## src/rtl/npws_pkg.sv

```systemverilog
package npws_pkg;

	// store and field geometry
	localparam int MAX_POINTS = 1024;
	localparam int IDX_W      = 10;
	localparam int CNT_W      = 11;
	localparam int COORD_W    = 16;
	localparam int DIFF_W     = COORD_W + 1;
	localparam int PROD_W     = 2 * DIFF_W;
	localparam int SQ_W       = 2 * COORD_W;
	localparam int DIST_W     = SQ_W + 1;
	localparam int TOL_W      = 33;
	localparam int PT_W       = 2 * COORD_W;

	// stream payload widths
	localparam int S_DATA_W = 56;
	localparam int M_DATA_W = 48;

	// command codes on s_tuser
	localparam logic CMD_LOAD  = 1'b0;
	localparam logic CMD_QUERY = 1'b1;

	// configuration register indexes
	localparam logic CFG_POINT_COUNT = 1'b0;
	localparam logic CFG_TOLERANCE   = 1'b1;

	// candidate kinds in the distance pipeline
	typedef enum logic [1:0] {
		KIND_START = 2'd0,
		KIND_LEFT  = 2'd1,
		KIND_RIGHT = 2'd2
	} cand_kind_t;

	// controller to datapath
	typedef struct packed {
		logic load;
		logic start;
		logic issue;
		logic emit;
	} dp_cmd_t;

	// datapath to controller
	typedef struct packed {
		logic issue_done;
		logic stopped;
		logic pipe_empty;
		logic out_free;
	} dp_sts_t;

endpackage

```

## src/rtl/npws_ctrl.sv

```systemverilog
module npws_ctrl (
	input  logic               clk,
	input  logic               arst_n,
	input  logic               in_valid,
	input  logic               in_command,
	output logic               in_ready,
	input  npws_pkg::dp_sts_t  sts,
	output npws_pkg::dp_cmd_t  cmd
);

	typedef enum logic [2:0] {
		ST_IDLE  = 3'b001,
		ST_RUN   = 3'b010,
		ST_DRAIN = 3'b100
	} state_t;

	state_t state_q;
	state_t state_d;

	assign in_ready = (state_q == ST_IDLE);

	// next state and datapath commands
	always_comb begin
		state_d   = state_q;
		cmd.load  = 1'b0;
		cmd.start = 1'b0;
		cmd.issue = 1'b0;
		cmd.emit  = 1'b0;
		case (state_q)
			ST_IDLE: begin
				if (in_valid) begin
					if (in_command == npws_pkg::CMD_QUERY) begin
						cmd.start = 1'b1;
						state_d   = ST_RUN;
					end else begin
						cmd.load = 1'b1;
					end
				end
			end
			ST_RUN: begin
				if (sts.issue_done || sts.stopped) begin
					state_d = ST_DRAIN;
				end else begin
					cmd.issue = 1'b1;
				end
			end
			ST_DRAIN: begin
				if (sts.pipe_empty && sts.out_free) begin
					cmd.emit = 1'b1;
					state_d  = ST_IDLE;
				end
			end
			default: begin
				state_d = ST_IDLE;
			end
		endcase
	end

	// state register
	always_ff @(posedge clk or negedge arst_n) begin
		if (!arst_n) begin
			state_q <= ST_IDLE;
		end else begin
			state_q <= state_d;
		end
	end

endmodule

```

## config.mk

```make
export PLATFORM = sky130hd
export DESIGN_NAME = npws_ctrl
export DESIGN_NICKNAME = d
export VERILOG_FILES = /design/src/rtl/npws_pkg.sv /design/src/rtl/npws_ctrl.sv
export SDC_FILE = /design/constraint.sdc
export NUM_CORES = 1
export LEC_CHECK = 0
export BUFFER_PORTS_ARGS = -buffer_cell sky130_fd_sc_hd__clkbuf_2
export CAP_MARGIN = 15
export CORE_AREA = 2 2 39 41
export DETAILED_ROUTE_END_ITERATION = 6
export DIE_AREA = 0 0 41 43
export PLACE_DENSITY_LB_ADDON = 0.25
export SYNTH_ARGS = -nofsm -noshare
export SYNTH_HDL_FRONTEND = slang
export SYNTH_SLANG_ARGS = --single-unit
```

## constraint.sdc

```tcl
create_clock -name clk -period 3.3 [get_ports clk]
set_clock_uncertainty 0.15 [all_clocks]
set_input_delay 0.66 -clock clk [delete_from_list [all_inputs] [get_ports clk]]
set_output_delay 0.66 -clock clk [all_outputs]
set_load 0.03 [all_outputs]
```

Word level (Yosys, flattened, before mapping)
Cells that the tools add are included.

word-level totals
  flip-flop bits (word level) = 3
  bits of input ports = 8
  output and inout port bits = 5
  word-level logic and storage cells = 24

operators by class
  eq/ne operators = 7
  multiplexer cells = 13
  reduce and logical (&&, ||, !) cells = 3

operators with widths
  kind                                                              count
  3-bit 2-to-1 mux                                                  4
  3-bit case mux with 3 select lines                                1
  2-bit inequality test (second input constant)                     4
  1-bit 2-to-1 mux                                                  6
  2-bit 2-to-1 mux                                                  2
  4-bit AND reduction                                               1
  3-bit by 1-bit == test with 1-bit output (second input constant)  1
  3-bit by 2-bit == test with 1-bit output (second input constant)  1
  3-bit == test (second input constant)                             1
  1-bit logical AND                                                 1
  1-bit logical OR                                                  1

Depth between registers and ports, before layout
  depth in word-level cells = 3
  depth in mapped cells = 3
  gate-level depth less buffers = 3

Worst setup path after synthesis
No wires, ideal clock.

  kind = input to output
  start = in sts[1] (netlist bit)
  end = out cmd[0] (netlist bit)
  arrival time = 1522 ps
  required time = 2490 ps
  slack = 968 ps
  stages on the path = 2
  cells stage by stage = and2_0 nor3b_1

RTL lines
  item             RTL line        text
  start, declared  npws_ctrl.sv:7  input npws_pkg::dp_sts_t sts,
  end, declared    npws_ctrl.sv:8  output npws_pkg::dp_cmd_t cmd

==> impl_metrics.tcl <==
set metrics [dict create \
    crit_type "reg2out" \
    ant_nets 0 \
    tightest_slew_ns 0.359 \
    yosysSeqAreaShare 0.424 \
    setup_slack_ns 1.07 \
    outcome "finished, final reports clean" \
    nets 42 \
    port_buffers 12 \
    hpwl_um 362 \
    start_util 0.130 \
    cts.htree.levels 1 \
    slew_viol_final 0 \
    finalCritPeriodShare 0.676 \
    power_density_mw_per_mm2 488 \
    largest_register "state_q" \
    avgSynthCellArea_um2 10.6 \
    peakVddDrop_uv 224 \
    finalHoldViolations 0 \
    diodes 0 \
    mostFrequentLayoutCells "clkbuf_2, clkbuf_4, nand2b_1, nor3b_1, dfrtp_1" \
    gp_congestion 0.590 \
    grt_overflow 0 \
    dp_slack_ns 1.11 \
    finalNonFillerCells 49 \
    area_delta_synth_final_pct 59.0 \
    syn_nets 25 \
    critPathCaptureType "output port" \
    cts_made_buffers 3 \
    yosys_warnings 0 \
    start_kind "flop" \
    grt_pass1_wl_um 690 \
    wl_um 395 \
    root_buffer "clkbuf_4" \
    cp_data_required_time_ns 2.49 \
    via_per_inst 3.55 \
    setup_viol 0 \
    critical_path.max_fanout 5 \
    fmax_ghz 0.448 \
    largest_reg_flops 3 \
    r2r_cells 3 \
    fin_tns_setup_ns 0 \
    cap_viol_max_count 0 \
    clk_path_buf_depth 2 \
    fillers 166 \
    wl_per_cell_um 8.06 \
    dp.cells 45 \
    ctsHoldBuffers 0 \
    rsz0062_at_grt "no" \
    dr_total_vias 174 \
    reg2reg_to "state_q[1]$_DFFE_PN0P_" \
    synth-seq-cells 3 \
    die_h_um 43 \
    r2r-start "state_q[0]$_DFFE_PN1P_" \
    reg2reg_slack_ns 2.00 \
    core-area_mm2 0.00138 \
    hold_class "in2async" \
    slew-limit-headroom 0.759 \
    final_cell_area_um2 287 \
    drt_iter0_drc 0 \
    cts_resized 0 \
    grt_start_max_net_pins 6 \
    drive_gt1_frac 0.576 \
    grt.total_usage 0.0604 \
    netlist_area_um2 180 \
    antenna_found_initial 0 \
    clk_latency_ns 0.23 \
    die_w_um 41 \
    path_clk_slew_ns 0.04 \
    synth_cell_types 14 \
    first_pass_iters 1 \
    syn_inst 17 \
    fp-row-count 14 \
    num_io_pins 13 \
    die-area_mm2 0.00176 \
    top_regs "state_q x3" \
    cp.arrival_ns 1.42 \
    layout_commonest_cell "clkbuf_2" \
    grt_pass1_vias 176 \
    leakage_nw 0.143 \
    power_mw 0.140 \
    dpl_cell_area_um2 260 \
    clock_sinks 3 \
    fin_crit_ns 2.23 \
    post_cts_buffers 0 \
    cts_tree "done" \
    drc 0 \
]
[final cells by class]
class	count	area, um2	area share
multi-input combinational	13	100	0.349
sequential	3	76.3	0.266
timing repair buffer	12	60.1	0.210
clock buffer	4	26.3	0.0917
tap	16	20.0	0.0699
inverter	1	3.75	0.0131
[cells in the mapped netlist, drive strengths merged]
cell	number	area (um2)
dfstp	1	26.3
o21ai	1	5.00
nor2	1	3.75
or2	1	6.26
and2	1	6.26
and3	1	11.3
dfrtp	2	50.1
a21oi	1	5.00
nand2	1	3.75
nor4	1	12.5
inv	1	3.75
nand2b	2	12.5
nor3b	3	33.8
[layer usage]
metal  GRT usage  part of all wire
met5           0                 0
met3      0.0314              0.13
met2      0.0750              0.44
met4      0.0400                 0
met1      0.0777              0.43
[power by group]
group,leakage (nW),total (mW),internal [mW],switching [mW]
clock network,0.0150,0.0625,0.0452,0.0173
registers,0.0376,0.0447,0.0410,0.00366
logic,0.0900,0.0327,0.0144,0.0184
[kinds of logic after synthesis]
family	count (synthesis)	synth area share
AOI/OAI and AO/OA	2	0.0555
DFF	3	0.424
buffers and inverters	1	0.0208
and+or+nand+nor	11	0.500
[worst max-delay path: stages (launching register included)]
cell and delay [ns]:
dfstp_2 0.56, nor3b_4 0.22, and3_4 0.22, clkbuf_2 0.20
[how the worst max path moves through the flow]
stage | startpoint | to | slack [ns] | cells after the start
after floorplan | sts[1] | cmd[0] | 0.97 | 2
after global placement | sts[2] | cmd[1] | 1.14 | 3
after detailed placement | sts[2] | cmd[1] | 1.11 | 3
after CTS | state_q[0]$_DFFE_PN1P_ | cmd[2] | 1.05 | 3
after global routing | state_q[0]$_DFFE_PN1P_ | cmd[2] | 0.97 | 3
final | state_q[0]$_DFFE_PN1P_ | cmd[2] | 1.07 | 3
[through the flow]
step | utilization | hold WS (ns)
floorplan | - | 0.214
global placement | 0.188 | 0.306
detailed placement | 0.188 | 0.310
CTS | 0.207 | 0.0626
global route | 0.207 | 0.0654
finish | 0.207 | 0.0712
Power figures use the tool's default switching activity.
